--- src/rtl/core/kdg_pkg.sv ---
// ----------------------------------------------------------------------------
// kdg_pkg
// Shared widths, codes and types for the knob dead-zone gate.
// ----------------------------------------------------------------------------
package kdg_pkg;

    localparam int DELTA_W    = 11;
    localparam int TIME_W     = 32;
    localparam int THR_W      = 18;
    localparam int TIMEOUT_W  = 16;
    localparam int COUNT_W    = 8;
    localparam int LEVEL_W    = 19;
    localparam int NET_W      = 12;
    localparam int PEND_W     = 17;
    localparam int KNOB_W     = 12;
    localparam int CC_W       = 7;
    localparam int SCALED_W   = 14;
    localparam int CFG_IDX_W  = 3;
    localparam int CFG_DATA_W = 18;
    localparam int S_TDATA_W  = 80;
    localparam int M_TDATA_W  = 32;

    // unlock level is kept in counts times this step
    localparam int LEVEL_STEP = 5000;
    localparam int CC_FULL    = 16383;
    localparam int PEND_MAX   = 65535;
    localparam int PEND_MIN   = -65536;

    localparam logic [COUNT_W-1:0] RUN_MAX = 8'd255;

    localparam logic [1:0] DIR_NONE = 2'd0;
    localparam logic [1:0] DIR_POS  = 2'd1;
    localparam logic [1:0] DIR_NEG  = 2'd2;

    localparam logic [CFG_IDX_W-1:0] CFG_UNLOCK_THRESHOLD = 3'd0;
    localparam logic [CFG_IDX_W-1:0] CFG_PAUSE_TIMEOUT_MS = 3'd1;
    localparam logic [CFG_IDX_W-1:0] CFG_NET_MOVE_COUNTS  = 3'd2;
    localparam logic [CFG_IDX_W-1:0] CFG_MIN_RUN          = 3'd3;
    localparam logic [CFG_IDX_W-1:0] CFG_ACCUM_LIMIT      = 3'd4;

    typedef struct packed {
        logic [THR_W-1:0]     unlock_threshold;
        logic [TIMEOUT_W-1:0] pause_timeout_ms;
        logic [COUNT_W-1:0]   net_move_counts;
        logic [COUNT_W-1:0]   min_run;
        logic [THR_W-1:0]     accum_limit;
    } cfg_t;

    typedef struct packed {
        logic sent;
        logic unlocked;
    } flags_t;

endpackage

--- src/rtl/core/kdg_gate.sv ---
// ----------------------------------------------------------------------------
// kdg_gate
// Gate state and per-word update: unlock level, run tracking, lock/unlock,
// buffered travel and clamped position.
// ----------------------------------------------------------------------------
module kdg_gate #(
    parameter int MAX_POSITION = 4095,
    parameter int HW           = 12
) (
    input  logic                                  aclk,
    input  logic                                  aresetn,
    input  kdg_pkg::cfg_t                         cfg,
    input  logic                                  advance,
    input  logic signed [kdg_pkg::DELTA_W-1:0]    knob_delta,
    input  logic [kdg_pkg::TIME_W-1:0]            now_ms,
    input  logic [kdg_pkg::TIME_W-1:0]            now_us,
    output kdg_pkg::flags_t                       flags,
    output logic [HW-1:0]                         held
);
    import kdg_pkg::*;

    localparam int SUM_W  = 25;
    localparam int POS_W  = HW + 19;
    localparam int PSUM_W = PEND_W + 1;

    logic                       locked_reg, locked_next;
    logic [TIME_W-1:0]          last_ms_reg, last_ms_next;
    logic signed [NET_W-1:0]    net_reg, net_next;
    logic signed [LEVEL_W-1:0]  level_reg, level_next;
    logic [COUNT_W-1:0]         run_len_reg, run_len_next;
    logic [1:0]                 run_dir_reg, run_dir_next;
    logic signed [PEND_W-1:0]   pend_reg, pend_next;
    logic [HW-1:0]              held_reg, held_next;
    logic [TIME_W-1:0]          prev_us_reg;
    logic                       sent_reg, sent_next;

    always_comb begin
        logic signed [SUM_W-1:0]   sum;
        logic signed [SUM_W-1:0]   lim;
        logic signed [LEVEL_W-1:0] lvl;
        logic [THR_W-1:0]          lvl_mag;
        logic [1:0]                dir_in;
        logic                      unlock_hit;
        logic signed [PSUM_W-1:0]  psum;
        logic signed [NET_W-1:0]   net_sum;
        logic [NET_W-1:0]          net_mag;
        logic                      moved;
        logic [TIME_W-1:0]         last_u;
        logic signed [POS_W-1:0]   pos;
        logic [HW-1:0]             pos_c;
        logic [TIME_W-1:0]         elapsed;
        logic [THR_W-1:0]          dec_mag;
        logic [THR_W-1:0]          dec_rem;

        locked_next  = locked_reg;
        last_ms_next = last_ms_reg;
        net_next     = net_reg;
        run_len_next = run_len_reg;
        run_dir_next = run_dir_reg;
        pend_next    = pend_reg;
        held_next    = held_reg;
        sent_next    = 1'b0;

        // accumulate and clamp the unlock level
        sum = SUM_W'(level_reg) + SUM_W'(knob_delta) * SUM_W'(LEVEL_STEP);
        lim = SUM_W'($signed({1'b0, cfg.accum_limit}));
        if (sum > lim) begin
            sum = lim;
        end else if (sum < -lim) begin
            sum = -lim;
        end
        lvl     = LEVEL_W'(sum);
        lvl_mag = (lvl < 0) ? THR_W'(-lvl) : THR_W'(lvl);

        // same-direction run
        dir_in = (knob_delta > 0) ? DIR_POS : DIR_NEG;
        if (knob_delta != 0) begin
            if (dir_in == run_dir_reg) begin
                if (run_len_reg != RUN_MAX) begin
                    run_len_next = run_len_reg + 1'b1;
                end
            end else begin
                run_dir_next = dir_in;
                run_len_next = COUNT_W'(1);
            end
        end

        unlock_hit = (lvl_mag > cfg.unlock_threshold) && (run_len_next >= cfg.min_run);
        psum       = PSUM_W'(pend_reg) + PSUM_W'(knob_delta);
        net_sum    = net_reg + NET_W'(knob_delta);
        net_mag    = (net_sum < 0) ? NET_W'(-net_sum) : NET_W'(net_sum);
        moved      = net_mag >= NET_W'(cfg.net_move_counts);
        last_u     = moved ? now_ms : last_ms_reg;

        if (locked_reg) begin
            if (unlock_hit) begin
                locked_next  = 1'b0;
                last_ms_next = now_ms;
                net_next     = '0;
                lvl          = '0;
                run_len_next = '0;
                run_dir_next = DIR_NONE;
            end else if (psum > PSUM_W'(PEND_MAX)) begin
                pend_next = PEND_W'(PEND_MAX);
            end else if (psum < PSUM_W'(PEND_MIN)) begin
                pend_next = PEND_W'(PEND_MIN);
            end else begin
                pend_next = PEND_W'(psum);
            end
        end else begin
            net_next     = moved ? '0 : net_sum;
            last_ms_next = last_u;
            // relock after a pause
            if ((now_ms - last_u) > TIME_W'(cfg.pause_timeout_ms)) begin
                locked_next  = 1'b1;
                pend_next    = '0;
                net_next     = '0;
                lvl          = '0;
                run_len_next = '0;
                run_dir_next = DIR_NONE;
            end
        end

        // apply travel to the position while open
        pos = POS_W'($signed({1'b0, held_reg})) + POS_W'(knob_delta) + POS_W'(pend_next);
        if (pos < 0) begin
            pos_c = '0;
        end else if (pos > POS_W'(MAX_POSITION)) begin
            pos_c = HW'(MAX_POSITION);
        end else begin
            pos_c = HW'(pos);
        end
        if (!locked_next) begin
            pend_next = '0;
            if (pos_c != held_reg) begin
                held_next = pos_c;
                sent_next = 1'b1;
            end
        end

        // decay towards zero by the elapsed microseconds
        elapsed = now_us - prev_us_reg;
        dec_mag = (lvl < 0) ? THR_W'(-lvl) : THR_W'(lvl);
        dec_rem = dec_mag - THR_W'(elapsed);
        if (TIME_W'(dec_mag) <= elapsed) begin
            level_next = '0;
        end else if (lvl < 0) begin
            level_next = -LEVEL_W'($signed({1'b0, dec_rem}));
        end else begin
            level_next = LEVEL_W'($signed({1'b0, dec_rem}));
        end
        if (level_next == 0) begin
            run_len_next = '0;
            run_dir_next = DIR_NONE;
        end
    end

    always_ff @(posedge aclk) begin
        if (!aresetn) begin
            locked_reg  <= 1'b1;
            last_ms_reg <= '0;
            net_reg     <= '0;
            level_reg   <= '0;
            run_len_reg <= '0;
            run_dir_reg <= DIR_NONE;
            pend_reg    <= '0;
            held_reg    <= '0;
            prev_us_reg <= '0;
        end else if (advance) begin
            locked_reg  <= locked_next;
            last_ms_reg <= last_ms_next;
            net_reg     <= net_next;
            level_reg   <= level_next;
            run_len_reg <= run_len_next;
            run_dir_reg <= run_dir_next;
            pend_reg    <= pend_next;
            held_reg    <= held_next;
            prev_us_reg <= now_us;
        end
    end

    always_ff @(posedge aclk) begin
        if (advance) begin
            sent_reg <= sent_next;
        end
    end

    // state registers double as the result of the word just taken
    assign flags.sent     = sent_reg;
    assign flags.unlocked = !locked_reg;
    assign held           = held_reg;

endmodule

--- src/rtl/core/kdg_scale.sv ---
// ----------------------------------------------------------------------------
// kdg_scale
// Output stage: scales the position to 0..16383 by a reciprocal multiply and
// holds the result word.
// ----------------------------------------------------------------------------
module kdg_scale #(
    parameter int MAX_POSITION = 4095,
    parameter int HW           = 12
) (
    input  logic                               aclk,
    input  logic                               load,
    input  kdg_pkg::flags_t                    flags_in,
    input  logic [HW-1:0]                      held_in,
    output kdg_pkg::flags_t                    flags_out,
    output logic [kdg_pkg::KNOB_W-1:0]         knob_value,
    output logic [kdg_pkg::CC_W-1:0]           cc_msb,
    output logic [kdg_pkg::CC_W-1:0]           cc_lsb
);
    import kdg_pkg::*;

    // x = held * 16383 fits in N bits; ceil(2^S / MAX) makes the quotient exact
    localparam int N     = HW + SCALED_W;
    localparam int L     = $clog2(MAX_POSITION);
    localparam int S     = N + L;
    localparam int MUL_W = N + 1;
    localparam int PROD_W = N + MUL_W;
    localparam longint unsigned MUL =
        ((64'd1 << S) + longint'(MAX_POSITION) - 1) / longint'(MAX_POSITION);

    logic [N-1:0]        prod_x;
    logic [PROD_W-1:0]   prod;
    logic [SCALED_W-1:0] scaled_reg;
    flags_t              flags_reg;
    logic [HW-1:0]       held_reg;

    assign prod_x = (N'(held_in) << SCALED_W) - N'(held_in);
    assign prod   = PROD_W'(prod_x) * PROD_W'(MUL_W'(MUL));

    always_ff @(posedge aclk) begin
        if (load) begin
            scaled_reg <= prod[S +: SCALED_W];
            flags_reg  <= flags_in;
            held_reg   <= held_in;
        end
    end

    assign flags_out  = flags_reg;
    assign knob_value = KNOB_W'(held_reg);
    assign cc_msb     = scaled_reg[SCALED_W-1:CC_W];
    assign cc_lsb     = scaled_reg[CC_W-1:0];

endmodule

--- src/rtl/core/knob_deadzone_gate.sv ---
// ----------------------------------------------------------------------------
// knob_deadzone_gate
// Dead-zone gate for an endless knob: turns movement deltas into clamped
// position updates and 14-bit controller values.
// ----------------------------------------------------------------------------
// Usage:
//   s_ channel: one word per knob sample (delta and two timestamps).
//   m_ channel: one word per sample with sent/unlocked flags, the held
//   position and the 14-bit controller value split into two 7-bit halves.
//   cfg_ channel: register writes, always ready; write only while idle.
//   Path: a word accepted on s_ passes the input register, the gate update
//   and the scaling multiply into the output register before it reaches m_.
//   Throughput: one word per cycle; each stage holds one word, so a sample
//   can be taken every cycle while the output keeps moving.
//   When m_tready is low the output word holds and the two stages behind it
//   still fill; s_tready drops once all three are occupied.
//   Reset (aresetn low, synchronous) empties the pipeline, locks the gate,
//   clears position and tracking state and loads the register defaults.
// ----------------------------------------------------------------------------
module knob_deadzone_gate #(
    parameter int MAX_POSITION = 4095
) (
    input  logic                              aclk,
    input  logic                              aresetn,
    // knob_delta[10:0], now_ms[42:11], now_us[74:43], zero pad
    input  logic [kdg_pkg::S_TDATA_W-1:0]     s_tdata,
    input  logic                              s_tvalid,
    output logic                              s_tready,
    // sent[0], unlocked[1], knob_value[13:2], cc_msb[20:14], cc_lsb[27:21], zero pad
    output logic [kdg_pkg::M_TDATA_W-1:0]     m_tdata,
    output logic                              m_tvalid,
    input  logic                              m_tready,
    input  logic                              cfg_valid,
    output logic                              cfg_ready,
    input  logic [kdg_pkg::CFG_IDX_W-1:0]     cfg_index,
    input  logic [kdg_pkg::CFG_DATA_W-1:0]    cfg_data
);
    import kdg_pkg::*;

    localparam int HW = $clog2(MAX_POSITION + 1);

    cfg_t                       cfg_reg;
    logic                       in_valid_reg;
    logic                       mid_valid_reg;
    logic                       out_valid_reg;
    logic signed [DELTA_W-1:0]  delta_reg;
    logic [TIME_W-1:0]          now_ms_reg;
    logic [TIME_W-1:0]          now_us_reg;
    logic                       out_en;
    logic                       mid_en;
    logic                       in_en;
    flags_t                     gate_flags;
    flags_t                     out_flags;
    logic [HW-1:0]              gate_held;
    logic [KNOB_W-1:0]          knob_value;
    logic [CC_W-1:0]            cc_msb;
    logic [CC_W-1:0]            cc_lsb;

    assign cfg_ready = 1'b1;

    always_ff @(posedge aclk) begin
        if (!aresetn) begin
            cfg_reg.unlock_threshold <= THR_W'(5000);
            cfg_reg.pause_timeout_ms <= TIMEOUT_W'(300);
            cfg_reg.net_move_counts  <= COUNT_W'(1);
            cfg_reg.min_run          <= COUNT_W'(3);
            cfg_reg.accum_limit      <= THR_W'(200000);
        end else if (cfg_valid && cfg_ready) begin
            case (cfg_index)
                CFG_UNLOCK_THRESHOLD: cfg_reg.unlock_threshold <= cfg_data[THR_W-1:0];
                CFG_PAUSE_TIMEOUT_MS: cfg_reg.pause_timeout_ms <= cfg_data[TIMEOUT_W-1:0];
                CFG_NET_MOVE_COUNTS:  cfg_reg.net_move_counts  <= cfg_data[COUNT_W-1:0];
                CFG_MIN_RUN:          cfg_reg.min_run          <= cfg_data[COUNT_W-1:0];
                CFG_ACCUM_LIMIT:      cfg_reg.accum_limit      <= cfg_data[THR_W-1:0];
                default: ;
            endcase
        end
    end

    // a stage advances when it is empty or the one after it advances
    assign out_en   = !out_valid_reg || m_tready;
    assign mid_en   = !mid_valid_reg || out_en;
    assign in_en    = !in_valid_reg || mid_en;
    assign s_tready = in_en;

    always_ff @(posedge aclk) begin
        if (!aresetn) begin
            in_valid_reg  <= 1'b0;
            mid_valid_reg <= 1'b0;
            out_valid_reg <= 1'b0;
        end else begin
            if (in_en) begin
                in_valid_reg <= s_tvalid;
            end
            if (mid_en) begin
                mid_valid_reg <= in_valid_reg;
            end
            if (out_en) begin
                out_valid_reg <= mid_valid_reg;
            end
        end
    end

    always_ff @(posedge aclk) begin
        if (in_en && s_tvalid) begin
            delta_reg  <= s_tdata[DELTA_W-1:0];
            now_ms_reg <= s_tdata[DELTA_W +: TIME_W];
            now_us_reg <= s_tdata[DELTA_W+TIME_W +: TIME_W];
        end
    end

    kdg_gate #(
        .MAX_POSITION (MAX_POSITION),
        .HW           (HW)
    ) u_gate (
        .aclk       (aclk),
        .aresetn    (aresetn),
        .cfg        (cfg_reg),
        .advance    (mid_en && in_valid_reg),
        .knob_delta (delta_reg),
        .now_ms     (now_ms_reg),
        .now_us     (now_us_reg),
        .flags      (gate_flags),
        .held       (gate_held)
    );

    kdg_scale #(
        .MAX_POSITION (MAX_POSITION),
        .HW           (HW)
    ) u_scale (
        .aclk       (aclk),
        .load       (out_en && mid_valid_reg),
        .flags_in   (gate_flags),
        .held_in    (gate_held),
        .flags_out  (out_flags),
        .knob_value (knob_value),
        .cc_msb     (cc_msb),
        .cc_lsb     (cc_lsb)
    );

    assign m_tvalid = out_valid_reg;
    assign m_tdata  = {4'b0000, cc_lsb, cc_msb, knob_value, out_flags.unlocked, out_flags.sent};

endmodule

--- config.mk ---
export PLATFORM = sky130hd
export DESIGN_NAME = knob_deadzone_gate
export DESIGN_NICKNAME = d
export VERILOG_FILES = /design/src/rtl/core/kdg_pkg.sv /design/src/rtl/core/kdg_gate.sv /design/src/rtl/core/kdg_scale.sv /design/src/rtl/core/knob_deadzone_gate.sv
export SDC_FILE = /design/constraint.sdc
export NUM_CORES = 1
export LEC_CHECK = 0
export BUFFER_PORTS_ARGS = -buffer_cell sky130_fd_sc_hd__buf_2
export CAP_MARGIN = 10
export CORE_UTILIZATION = 50
export CTS_CLUSTER_DIAMETER = 50
export DETAILED_ROUTE_END_ITERATION = 12
export GPL_TIMING_DRIVEN = 0
export PLACE_DENSITY = 0.66
export SYNTH_ARGS = -nofsm -noshare
export SYNTH_HDL_FRONTEND = slang
export SYNTH_HIERARCHICAL = 1
export SYNTH_SLANG_ARGS = --single-unit
--- constraint.sdc ---
create_clock -name aclk -period 17.7 [get_ports aclk]
set_input_delay 4.425 -clock aclk [delete_from_list [all_inputs] [get_ports aclk]]
set_output_delay 4.425 -clock aclk [all_outputs]
set_load 0.1 [all_outputs]
# Yosys cells after proc, flatten, opt, wreduce, memory -nomap -nowiden
# Index checks and enable logic that the tools add are counted.
word_totals:
  ff_bits: 310
  latchBits: 0
  ram_bits: 0
  romBits: 0
  in_bits: 106
  output_inout_bits: 35
  elab_cells: 130
  memories: 0
op_classes:
  n_addsub: 15
  multipliers: 2
  div: 0
  order_cmp: 15
  n_eq_ne: 8
  n_shift: 0
  n_mux: 43
  bitwise_logic: 1
  reduce_logical: 21
op_table:
  columns: ["cell", "count"]
  rows:
  - ["$mux 19", 7]
  - ["$mux 17", 6]
  - ["$mux 32", 3]
  - ["$mux 12", 7]
  - ["$sub 32x32->32", 2]
  - ["$mux 8", 7]
  - ["$mul 26x27->52 const B", 1]
  - ["$lt 19x1->1 const B", 2]
  - ["$mux 18", 2]
  - ["$neg 18->18", 2]
  - ["$gt 32x16->1", 1]
  - ["$le 18x32->1", 1]
  - ["$logic_not 32->1", 1]
  - ["$reduce_bool 32->1", 1]
  - ["$gt 31x13->1 const B", 1]
  - ["$lt 31x1->1 const B", 1]
  - ["$sub 26x12->26", 1]
  - ["$add 19x25->25", 1]
  - ["$gt 25x19->1", 1]
  - ["$lt 25x25->1", 1]
  - ["$neg 18->25", 1]
  - ["$mul 11x11->22 const B", 1]
  - ["$neg 18->19", 1]
  - ["$add 14x17->18", 1]
  - ["other kinds (29)", 52]

# Depth between registers and ports, before layout
# Gate-level depths: netlist (run 1).
logic_depth:
  depth_word: 19
  ltp_mapped: 77
  mapped_depth_nobuf: 73

# Modules after synthesis
# Netlist (run 1), hierarchy kept.
modules_own_cells:
  columns: ["mod", "instances", "cells_each", "area_per_inst_um2", "seq_area_each_um2"]
  rows:
  - ["kdg_gate", 1, 2691, 20622.3, 2732.6]
  - ["knob_deadzone_gate", 1, 355, 5094.9, 3673.5]
  - ["kdg_scale", 1, 508, 4972.3, 840.8]

# Worst setup path before layout (run 1)
# OpenSTA, ideal clock, no wires.
synth_timing:
  path_kind: "register to register"
  from: "reg delta_reg[4]"
  to: "reg u_gate.run_len_reg[0]"
  setup_ns: 0.129
  arrival_ns: 15.219
  required_ns: 17.571
  setup_slack_ns: 2.352
  stages_incl_launch_ff: 72
  n_path_buf: 3
  synth_period_minus_slack_ns: 15.348
  path_cell_list: "edfxtp_1 > inv_1 > ha_1 > ha_1 > inv_1 > fa_1 > inv_1 > fa_1 > inv_1 > fa_1 > inv_1 > ha_1 > a21boi_0 > o21ai_0 > a21boi_0 > o21ai_0 > a21boi_0 > nor2_1 > [... 36 more ...] > a31oi_1 > xor2_1 > nor2_1 > ha_1 > a21o_1 > a21o_1 > o31a_1 > a21oi_1 > xnor2_1 > or3_1 > nor4_1 > xor2_1 > nand3_1 > a2111o_1 > o32ai_1 > o2111ai_4 > o2111ai_1 > a21oi_1"
synth_via:
  elab_chain_len: 19
  word_cells_on_any_way: 42
  cone_classes: "add/sub: 8; mul: 1; order compare: 11; eq/ne: 1; mux: 18; reduce/logical: 3"
synth_rtl:
  columns: ["item", "line_no", "source"]
  rows:
  - ["start: declaration", "knob_deadzone_gate.sv:46", "logic signed [DELTA_W-1:0] delta_reg;"]
  - ["start signal: assignment", "knob_deadzone_gate.sv:106", "delta_reg <= s_tdata[DELTA_W-1:0];"]
  - ["$mul 11x11->22", "kdg_gate.sv:65", "sum = SUM_W'(level_reg) + SUM_W'(knob_delta) * SUM_W'(LEVEL_STEP);"]
  - ["$add 19x25->25", "kdg_gate.sv:65", null]
  - ["$lt 25x25->1", "kdg_gate.sv:69", "end else if (sum < -lim) begin"]
  - ["$mux 19", "kdg_gate.sv:69", null]
  - ["$mux 19", "kdg_gate.sv:67", "if (sum > lim) begin"]
  - ["$neg 18->18 or $lt 19x1->1 (tied branches)", "kdg_gate.sv:73", "lvl_mag = (lvl < 0) ? THR_W'(-lvl) : THR_W'(lvl);"]
  - ["$mux 18", "kdg_gate.sv:73", null]
  - ["$gt 18x18->1", "kdg_gate.sv:88", "unlock_hit = (lvl_mag > cfg.unlock_threshold) && (run_len_next >= cfg.min_run);"]
  - ["[... 3 more ...]", null, null]
  - ["$neg 18->18 or $lt 19x1->1 (tied branches)", "kdg_gate.sv:143, kdg_gate.sv:147", null]
  - ["$mux 18", "kdg_gate.sv:143", "dec_mag = (lvl < 0) ? THR_W'(-lvl) : THR_W'(lvl);"]
  - ["$sub 18x18->18", "kdg_gate.sv:144", "dec_rem = dec_mag - THR_W'(elapsed);"]
  - ["$neg 18->19", "kdg_gate.sv:148", "level_next = -LEVEL_W'($signed({1'b0, dec_rem}));"]
  - ["$mux 19", "kdg_gate.sv:147", "end else if (lvl < 0) begin"]
  - ["$mux 19", "kdg_gate.sv:145", "if (TIME_W'(dec_mag) <= elapsed) begin"]
  - ["$logic_not 32->1", "kdg_gate.sv:152", "if (level_next == 0) begin"]
  - ["$mux 8 (*)", "kdg_gate.sv:152", null]
  - ["end signal: assignment", "kdg_gate.sv:174", "run_len_reg <= run_len_next;"]
  - ["end: declaration", "kdg_gate.sv:30", "logic [COUNT_W-1:0] run_len_reg, run_len_next;"]
# Mark *: on every way between the ends. The rest lies on a longest branch, timed or not.
# A chain may end at the register's enable or synchronous reset.

# Worst setup path in the final report (run 1)
layout_timing:
  from: "reg delta_reg[4]"
  to: "reg u_gate.run_len_reg[1]"
# The elaborated chain is that of the path after synthesis.

==> flow_summary.ini, run 1 <==
[floorplanning]
rows = 90
die_w_um = 249.7
core-area_um2 = 60470
dieHeight_um = 249.7
dieArea_um2 = 62370
ios = 141
initial_core_util_pct = 50.75

[placed_design]
place_area_um2 = 32470
routabilityCongestion = 0.9364
portBuffers = 130
placedCellCount = 4474
dpl.hpwl_um = 65780

[sta]
slew_headroom_pct = 27.80
finalSetupViolCount = 0
slew_violations = 0
hold_viol = 0
fmax_ghz = 0.05889
whs_ns = 0.4534
rsz0062_at_grt = false
tightest_slew_ns = 1.083
fin_crit_ns = 16.98
finalCritPeriodShare_pct = 95.93
clock_skew_ns = 0.04362

[worst_setup_path]
crit_path_max_fanout = 10
crit_path_start_kind = flip-flop
cpMostUsedCell = ha_1
rr_worst_depth = 69
path_depth = 69
arrival_ns = 17.45
endpoint = u_gate/run_len_reg[1]
required_ns = 18.17
timing.rr.end = u_gate/run_len_reg[1]
crit_slowest_cell = fa_1
crit_type = flip-flop to flip-flop
cp_top_family = compound AO/OA/AOI/OAI gates
crit_buf_inv = 8
slowest_delay_ns = 0.55
worstSetupEndpointType = flip-flop
setup.worst_path.start = delta_reg[4]
ff2ff_setup_slack_ns = 0.72
regToRegStartpoint = delta_reg[4]

[global_route]
grt_use_total_pct = 26.27
grt_pass1_vias = 24720
grt_pass1_wl_um = 132000
grt.overflow.total = 0
grt_max_degree = 29
antenna_found_initial = 0

[cells_and_area]
drive_above_1_share_pct = 10.04
multiInputGateArea_um2 = 21960
layoutNonFillerInstCount = 4578
nets = 4401
largest_register_ffs = 68
utilization_pct = 57.22
synthToLayoutAreaGrowth_pct = 12.74
mostFrequentLayoutCells = ha_1 (475), nand2_1 (325), inv_1 (304)
final-seq-area_um2 = 7247
layout_commonest_cell = ha_1
antenna_cells = 0
fin_area_um2 = 34600
fillCellCount = 5552

[synthesis]
ys_warn_count = 6
postSynthCellCount = 3554
syn_area_per_cell_um2 = 8.635
ys_ff_latch = 310
synth-edff-count = 104
syn_area_um2 = 30690
yosysUniqueCellTypes = 122
async_flop_share_pct = 0
yosysSeqAreaShare_pct = 23.61
ys.flop_type = dfxtp_1

[cts]
clk_pin_slew_ns = 0.05
cts_inserted_buffers = 50
cts_tree = done
ctsHoldBuffers = 0
cts_buffer_depth = 3
worstSkewPairLatency_ns = 0.62
cts.sinks = 310
htreeDepth = 2
cts-root-buf = clkbuf_16

[route]
drt-total-wl_um = 82980
drc_errors = 0
wire_per_inst_um = 18.13
drt-initial-drc-count = 1876
viasPerCell = 5.775
antenna_left = 0
drt_first_pass_iters = 5
via_count = 26440

[status]
status = finished, final reports clean

[power]
p_per_area_nw_per_um2 = 177.6
vdd_drop_max_uv = 163.4
power_leakage_uw = 0.01566
fin_total_pwr_uw = 6146

[job]
drv_cap = 0

[worst_hold_path]
hold_path.class = flip-flop to flip-flop
where the power goes:
part	switching, µW	internal (µW)	total [µW]	leakage (µW)
sequential	30.6	772	802	0.00268
clock	411	634	1050	0.000889
combinational	2670	1630	4300	0.0121
total	3110	3040	6150	0.0157
worst register-to-register path, delay by kind of cell (launching register included):
family | cells | cell delay [ns]
DFF | 1 | 0.40
AOI/OAI and AO/OA | 27 | 6.22
muxes | 1 | 0.22
xor gates and xnor gates | 5 | 1.22
and+or+nand+nor | 17 | 3.87
adders and majority gates | 11 | 3.91
buffers and inverters | 8 | 0.96
stage by stage:
| stage | TNS, ns | setup slack, ns |
|---|---|---|
| after floorplan | 0 | 2.352 |
| after global placement | -37.76 | -1.094 |
| after detailed placement | -29.38 | -1.174 |
| after CTS | 0 | 0.007649 |
| after global routing | 0 | 0.005350 |
| final | 0 | 0.7199 |
cell usage after synthesis, types with 17 or more instances:
library cell | count | share of area (%)
nand4_1 | 40 | 0.82
nand3_1 | 81 | 1.3
nor3_1 | 74 | 1.2
o21ai_0 | 117 | 1.9
a31oi_1 | 32 | 0.65
or3_1 | 18 | 0.37
nor4_1 | 25 | 0.51
inv_1 | 304 | 3.7
xnor2_1 | 133 | 3.8
xor2_1 | 75 | 2.1
nand2_1 | 326 | 4.0
nor2_1 | 245 | 3.0
o211ai_1 | 31 | 0.76
a211oi_1 | 25 | 0.61
nand2b_1 | 33 | 0.67
ha_1 | 475 | 19
clkbuf_1 | 70 | 0.86
fa_1 | 65 | 4.2
a21o_1 | 80 | 2.0
o21a_1 | 45 | 1.1
o22ai_1 | 17 | 0.35
o21ai_1 | 22 | 0.36
nor2b_1 | 68 | 1.4
dfxtp_1 | 206 | 13
mux2i_1 | 164 | 5.3
edfxtp_1 | 104 | 10
a21oi_1 | 273 | 4.5
and3_1 | 29 | 0.59
o21bai_1 | 27 | 0.66
and2_1 | 31 | 0.63
cells by family (layout without fill, tap and decap cells):
logic type                 Yosys count  after routing  share of synthesized area, %
and+or+nand+nor                   1082           1082                         17.81
other                                2              5                       0.02447
buffers and inverters              414            652                         5.659
adders and majority gates          540            540                         23.61
muxes                              168            168                         5.496
DFF                                310            310                         23.61
AOI/OAI and AO/OA                  828            829                         17.75
xor gates and xnor gates           210            210                         6.042
final cells by class:
type	instances	area share [%]
multi-input combinational	2834	63.47
sequential	310	20.95
clock buffer	62	4.076
inverter	305	3.309
tap	782	2.828
timing repair buffer	147	2.474
buffer	107	1.721
clock inverter	31	1.183
how the worst min path moves through the flow:
stage / slack (ns) / endpoint / cells past startpoint / from
global placement: 0.44 / u_gate/last_ms_reg[30] / 2 / u_gate/last_ms_reg[30]
detailed placement: 0.45 / u_gate/last_ms_reg[9] / 2 / u_gate/last_ms_reg[9]
global route: 0.46 / u_gate/last_ms_reg[4] / 2 / u_gate/last_ms_reg[4]
CTS: 0.45 / u_gate/last_ms_reg[23] / 2 / u_gate/last_ms_reg[23]
finish: 0.45 / u_gate/last_ms_reg[19] / 2 / u_gate/last_ms_reg[19]
floorplan: 0.43 / u_gate/last_ms_reg[10] / 2 / u_gate/last_ms_reg[10]
routing by layer:
| metal | part of all wire (%) | track usage (%) | up-vias |
|---|---|---|---|
| met5 | 0 | 0 | - |
| met4 | 3.3 | 9.171 | 0 |
| met3 | 4.6 | 2.441 | 150 |
| met2 | 46 | 43.82 | 691 |
| met1 | 46 | 35.37 | 12390 |
| li1 | - | - | 13210 |
timing repair:
| item | in CTS | in global routing |
|---|---|---|
| hold endpoints to repair | 0 | 0 |
| gates cloned | 0 | 1 |
| setup endpoints to repair | 42 | 42 |
| pin swaps | 0 | 6 |
| resized for setup | 11 | 39 |
| setup buffers | 7 | 5 |
Note: power is estimated with default switching activity, not from simulation.
==> run 2: changes to the inputs <==
--- a/config.mk
+++ b/config.mk
@@ -12,7 +12,7 @@
 export DETAILED_ROUTE_END_ITERATION = 12
 export GPL_TIMING_DRIVEN = 0
 export PLACE_DENSITY = 0.66
+export SKIP_LAST_GASP = 1
 export SYNTH_ARGS = -nofsm -noshare
 export SYNTH_HDL_FRONTEND = slang
-export SYNTH_HIERARCHICAL = 1
 export SYNTH_SLANG_ARGS = --single-unit
==> run 2 against run 1 <==
Critical path depth increased by 1. Die area decreased by 4.7%. Final cell count decreased by 1.5%. Clock skew decreased by 0.019 ns. Routed wire length decreased by 7.4%. Critical endpoint is now u_gate.run_dir_reg[1]. Utilization decreased by 0.40 points.
==> flow_summary.ini, run 2 <==
[synthesis]
synthTopCellsByArea = ha_1 (20%), dfxtp_1 (14%), edfxtp_1 (11%)
yosysTopAreaCell = ha_1
ys.flop_type = dfxtp_1
yosysUniqueCellTypes = 107
yosysSeqAreaShare_pct = 24.79
ys_ff_latch = 310
postSynthCellCount = 3498
syn_area_um2 = 29230
async_flop_share_pct = 0
ys_warn_count = 0
synth-edff-count = 104
post-synth-top-count-cell = ha_1
synth_top_area_share_pct = 20.46
synthTopCellsByCount = ha_1 (478), nand2_1 (444), inv_1 (345)
syn_area_per_cell_um2 = 8.356

[route]
drt-initial-drc-count = 1535
viasPerCell = 5.618
via_count = 25330
drt_first_pass_iters = 5
antenna_left = 0
drt-total-wl_um = 76840
wire_per_inst_um = 17.05
drc_errors = 0

[sta]
finalCritPeriodShare_pct = 94.44
tns_ns = 0
finalSetupViolCount = 0
hold_viol = 0
clock_skew_ns = 0.02456
fin_crit_ns = 16.72
fmax_ghz = 0.05982
slew_violations = 0
tightest_slew_ns = 1.154
slew_headroom_pct = 23.05
whs_ns = 0.4406

[cells_and_area]
drive_above_1_share_pct = 8.979
multiInputGateArea_um2 = 20320
fillCellCount = 5524
utilization_pct = 56.81
synthToLayoutAreaGrowth_pct = 12.14
final-seq-area_um2 = 7247
largest_register_ffs = 68
layout_commonest_cell = ha_1
nets = 4353
mostFrequentLayoutCells = ha_1 (478), nand2_1 (444), inv_1 (344)
fin_area_um2 = 32780

[worst_setup_path]
timing.rr.end = u_gate.run_dir_reg[1]
rr_worst_depth = 70
required_ns = 18.11
crit_path_max_fanout = 11
cpMostUsedCell = ha_1
crit_type = flip-flop to flip-flop
worstSetupEndpointType = flip-flop
crit_path_start_kind = flip-flop
arrival_ns = 17.13
slowest_delay_ns = 0.55
ff2ff_setup_slack_ns = 0.98
regToRegStartpoint = delta_reg[5]
crit_slowest_cell = edfxtp_1

[placed_design]
place_area_um2 = 30940
portBuffers = 129
routabilityCongestion = 0.9362
dpl.hpwl_um = 61390

[global_route]
grt_pass1_wl_um = 123300
grt_pass1_vias = 23810
grt_max_degree = 29
antenna_found_initial = 2
grt.overflow.total = 0
grt_use_total_pct = 25.63

[cts]
cts_inserted_buffers = 46
cts-root-buf = clkbuf_16
cts.sinks = 310
worstSkewPairLatency_ns = 0.60
cts_buffer_depth = 3
htreeDepth = 2
ctsHoldBuffers = 0
clk_pin_slew_ns = 0.06
cts_tree = done

[worst_hold_path]
hold_path.class = flip-flop to flip-flop
worstHoldStart = u_gate.sent_reg
hold_depth = 0
min_to = u_scale.flags_out[1]

[floorplanning]
ios = 141
initial_core_util_pct = 50.66
core-area_um2 = 57700
rows = 88
die_w_um = 243.8
dieHeight_um = 243.8
dieArea_um2 = 59430

[power]
power_leakage_uw = 0.01494
p_per_area_nw_per_um2 = 164.1
vdd_drop_max_uv = 141.9

[status]
status = finished, final reports clean

[job]
drv_cap = 0
==> run 2: worst max path at each step <==
| stage | slack, ns | endpoint | from | depth (start not counted) |
|---|---|---|---|---|
| 6_report | 0.98 | u_gate.run_dir_reg[1] | delta_reg[5] | 70 |
| 5_1_grt | -0.07 | u_gate.held[3] | delta_reg[4] | 70 |
| 4_1_cts | 0.07 | u_gate.held[10] | delta_reg[5] | 67 |
| 3_5_place_dp | 0.03 | u_gate.held[10] | delta_reg[5] | 64 |
| 3_3_place_gp | -0.04 | u_gate.held[10] | delta_reg[4] | 62 |
| 2_1_floorplan | 3.21 | u_gate.held[0] | delta_reg[4] | 72 |
==> run 2: routing by layer <==
| metal | track usage (%) | part of all wire [%] | vias to the layer above |
|---|---|---|---|
| li1 | - | - | 12780 |
| met1 | 33.07 | 45 | 11810 |
| met3 | 3.426 | 4.7 | 130 |
| met5 | 0 | 0.017 | - |
| met4 | 8.952 | 3.1 | 2 |
| met2 | 43.67 | 47 | 603 |
==> run 2: what timing repair did <==
action                                  4_1_cts  5_1_grt
pin swaps                                     0        3
hold endpoints to repair                      0        0
buffers inserted                              0       23
endpoints found under the setup margin       11       38
cloned                                        0        1
resized for setup                             1       18
==> run 2: metrics by stage <==
step / power, µW / instances / worst slack (ns)
after floorplan: 3524 / 3501 / 3.214
after global placement: 4338 / 4395 / -0.03692
after detailed placement: 4358 / 4398 / 0.03428
after CTS: 5312 / 4484 / 0.06851
after global routing: 5831 / 4507 / -0.07139
final: 5379 / 4508 / 0.9840
==> run 2: layout make-up <==
cell class / count / area share (%)
inverter: 348 / 3.997
multi-input combinational: 2732 / 61.99
tap: 765 / 2.920
clock inverter: 34 / 1.023
clock buffer: 52 / 3.706
timing repair buffer: 156 / 2.809
antenna: 1 / 0.007634
buffer: 110 / 1.443
sequential: 310 / 22.11
==> run 2: cell families after synthesis <==
group	Yosys count	synth area share, %
XOR/XNOR	208	6.232
flip-flops	310	24.79
adder cells (fa/ha/maj)	543	24.91
other	2	0.02569
AO/OA/AOI/OAI	871	18.86
AND/OR/NAND/NOR	1047	17.07
multiplexers	57	2.003
buffers and inverters	460	6.100
==> run 2: where the power goes <==
| group | switching (µW) | leakage (µW) | internal (µW) |
|---|---|---|---|
| Clock | 367 | 0.000764 | 549 |
| Sequential | 30.3 | 0.00268 | 772 |
| Combinational | 2230 | 0.0115 | 1430 |
==> run 2: worst max-delay path: cells and delay by family (launching register included) <==
kind | cells | cell delay [ns]
multiplexers | 1 | 0.27
AO/OA/AOI/OAI | 29 | 5.81
AND/OR/NAND/NOR | 14 | 3.32
XOR/XNOR | 5 | 1.15
flip-flops | 1 | 0.55
adder cells (fa/ha/maj) | 11 | 4.04
buffers and inverters | 10 | 1.36
==> run 3: changes to the inputs <==
--- a/config.mk
+++ b/config.mk
@@ -7,11 +7,13 @@
 export LEC_CHECK = 0
 export BUFFER_PORTS_ARGS = -buffer_cell sky130_fd_sc_hd__buf_2
 export CAP_MARGIN = 10
-export CORE_UTILIZATION = 50
+export CELL_PAD_IN_SITES_DETAIL_PLACEMENT = 1
+export CELL_PAD_IN_SITES_GLOBAL_PLACEMENT = 1
+export CORE_UTILIZATION = 49
 export CTS_CLUSTER_DIAMETER = 50
 export DETAILED_ROUTE_END_ITERATION = 12
 export GPL_TIMING_DRIVEN = 0
-export PLACE_DENSITY = 0.66
+export PLACE_DENSITY = 0.82
 export SKIP_LAST_GASP = 1
 export SYNTH_ARGS = -nofsm -noshare
 export SYNTH_HDL_FRONTEND = slang
==> run 3 against run 2 <==
Final cell count unchanged. Routed wire length increased by 16%. Critical endpoint is now u_gate.run_len_reg[0]. Largest power group unchanged. Clock-buffer cell count increased by 6. The run now ends with DRC left. Via count increased by 3.8%. Final area about the same. Sequential share of layout area about the same. Power increased by 2.8%. Clock skew decreased by 0.0069 ns. Highest routed layer is now met4. Clock power decreased by 1%. Non-clock buffer count decreased by 5.
==> flow_summary.ini, run 3 (synthesis results as in run 2) <==
[cells_and_area]
nets = 4347
mostFrequentLayoutCells = ha_1 (478), nand2_1 (444), inv_1 (344)
largest_register_ffs = 68
synthToLayoutAreaGrowth_pct = 12.12
drive_above_1_share_pct = 9.106
layout_commonest_cell = ha_1
fin_area_um2 = 32770
fillCellCount = 7265

[route]
drc_errors = 1
drt-total-wl_um = 89290
drt-initial-drc-count = 1165
dr_wl_met2_um = 44440
wire_per_inst_um = 19.81
highest_layer = met4
wl_met1_um = 37970
wl_met3_um = 2874
viasPerCell = 5.831
via_count = 26280
antenna_left = 0
drt_first_pass_iters = 11

[worst_hold_path]
hold_path.class = flip-flop to flip-flop

[placed_design]
routabilityCongestion = 0.8953
portBuffers = 129
place_area_um2 = 30940
place_ws_ns = -0.6101
dpl.hpwl_um = 71070

[worst_setup_path]
required_ns = 18.20
crit_slowest_cell = edfxtp_1
crit_path_max_fanout = 11
arrival_ns = 17.66
crit_path_start_kind = flip-flop
slowest_delay_ns = 0.56
cpMostUsedCell = ha_1
crit_type = flip-flop to flip-flop
worstSetupEndpointType = flip-flop

[sta]
slew_violations = 0
hold_viol = 0
fmax_ghz = 0.05829
clock_skew_ns = 0.01763
fin_crit_ns = 17.16
tns_ns = 0
slew_headroom_pct = 20.57
tightest_slew_ns = 1.191
finalCritPeriodShare_pct = 96.93
setup_ws_ns = 0.5436
finalSetupViolCount = 0

[floorplanning]
initial_core_util_pct = 49.53
dieHeight_um = 246.2
core-area_um2 = 59020
dieArea_um2 = 60630
die_w_um = 246.2
rows = 89
ios = 141

[cts]
worstSkewPairLatency_ns = 0.59
htreeDepth = 2
cts_tree = done
cts_buffer_depth = 3
cts_inserted_buffers = 46
ctsHoldBuffers = 0
clk_pin_slew_ns = 0.06
cts-root-buf = clkbuf_16
cts.sinks = 310

[global_route]
grt.overflow.total = 0
grt_max_degree = 29
grt_use_total_pct = 29.12
antenna_found_initial = 1
grt_pass1_wl_um = 140900
grt_pass1_vias = 27170

[job]
drv_cap = 0

[power]
vdd_drop_max_uv = 150.4
power_leakage_uw = 0.01491
p_per_area_nw_per_um2 = 168.7

[status]
violations = DRC
status = complete, but fails checks
## run 3: stage by stage
stage	power, µW	std cells	utilization [%]	hold WS (ns)
3_3_place_gp	4366	4403	52.28	0.4040
3_5_place_dp	4470	4406	52.43	0.4303
4_1_cts	5420	4490	55.04	0.4442
5_1_grt	5963	4508	55.53	0.4514
6_report	5528	4508	55.53	0.4433
2_1_floorplan	3524	3501	-	0.4003
## run 3: final timing paths
check	startpoint	endpoint	slack [ns]	cells after the start
max	delta_reg[5]	u_gate.run_len_reg[0]	0.54	68
min	u_gate.held[9]	u_scale.knob_value[9]	0.44	0
max reg2reg	delta_reg[5]	u_gate.run_len_reg[0]	0.54	68
min reg2reg	u_gate.held[9]	u_scale.knob_value[9]	0.44	0
## run 3: per-layer routing
layer	GRT usage [%]	vias to the layer above
met4	12.48	0
met5	0	-
met1	34.49	12850
met3	2.985	199
li1	-	12780
met2	52.88	460
## run 3: critical path: cells and delay by family (launching register included)
family                   cells  cell delay [ns]
AND/OR/NAND/NOR             20             4.49
AO/OA/AOI/OAI               19             4.28
adder cells (fa/ha/maj)     11             4.17
buffers and inverters       12             1.83
XOR/XNOR                     5             1.64
flip-flops                   1             0.56
multiplexers                 1             0.09
## run 3: area by class of cell
type | count | area [µm²] | area share, %
Antenna cell | 1 | 2.502 | 0.007635
Clock inverter | 26 | 235.2 | 0.7177
Sequential cell | 310 | 7247 | 22.11
Tap cell | 773 | 967.2 | 2.951
Timing Repair Buffer | 151 | 875.8 | 2.672
Clock buffer | 58 | 1269 | 3.871
Inverter | 348 | 1310 | 3.997
Buffer | 110 | 473.0 | 1.443
Multi-Input combinational cell | 2731 | 20390 | 62.23
## run 3: report_power, final
part | switching [µW] | total, µW | internal [µW]
clock | 373 | 905 | 532
sequential | 30.3 | 803 | 772
combinational | 2360 | 3820 | 1460
## run 3: timing repair
action                                  CTS  global route
gates cloned                              0             0
pin swaps                                 0             5
setup buffers                             1            17
endpoints found under the setup margin   21            39
resized for setup                         5            35
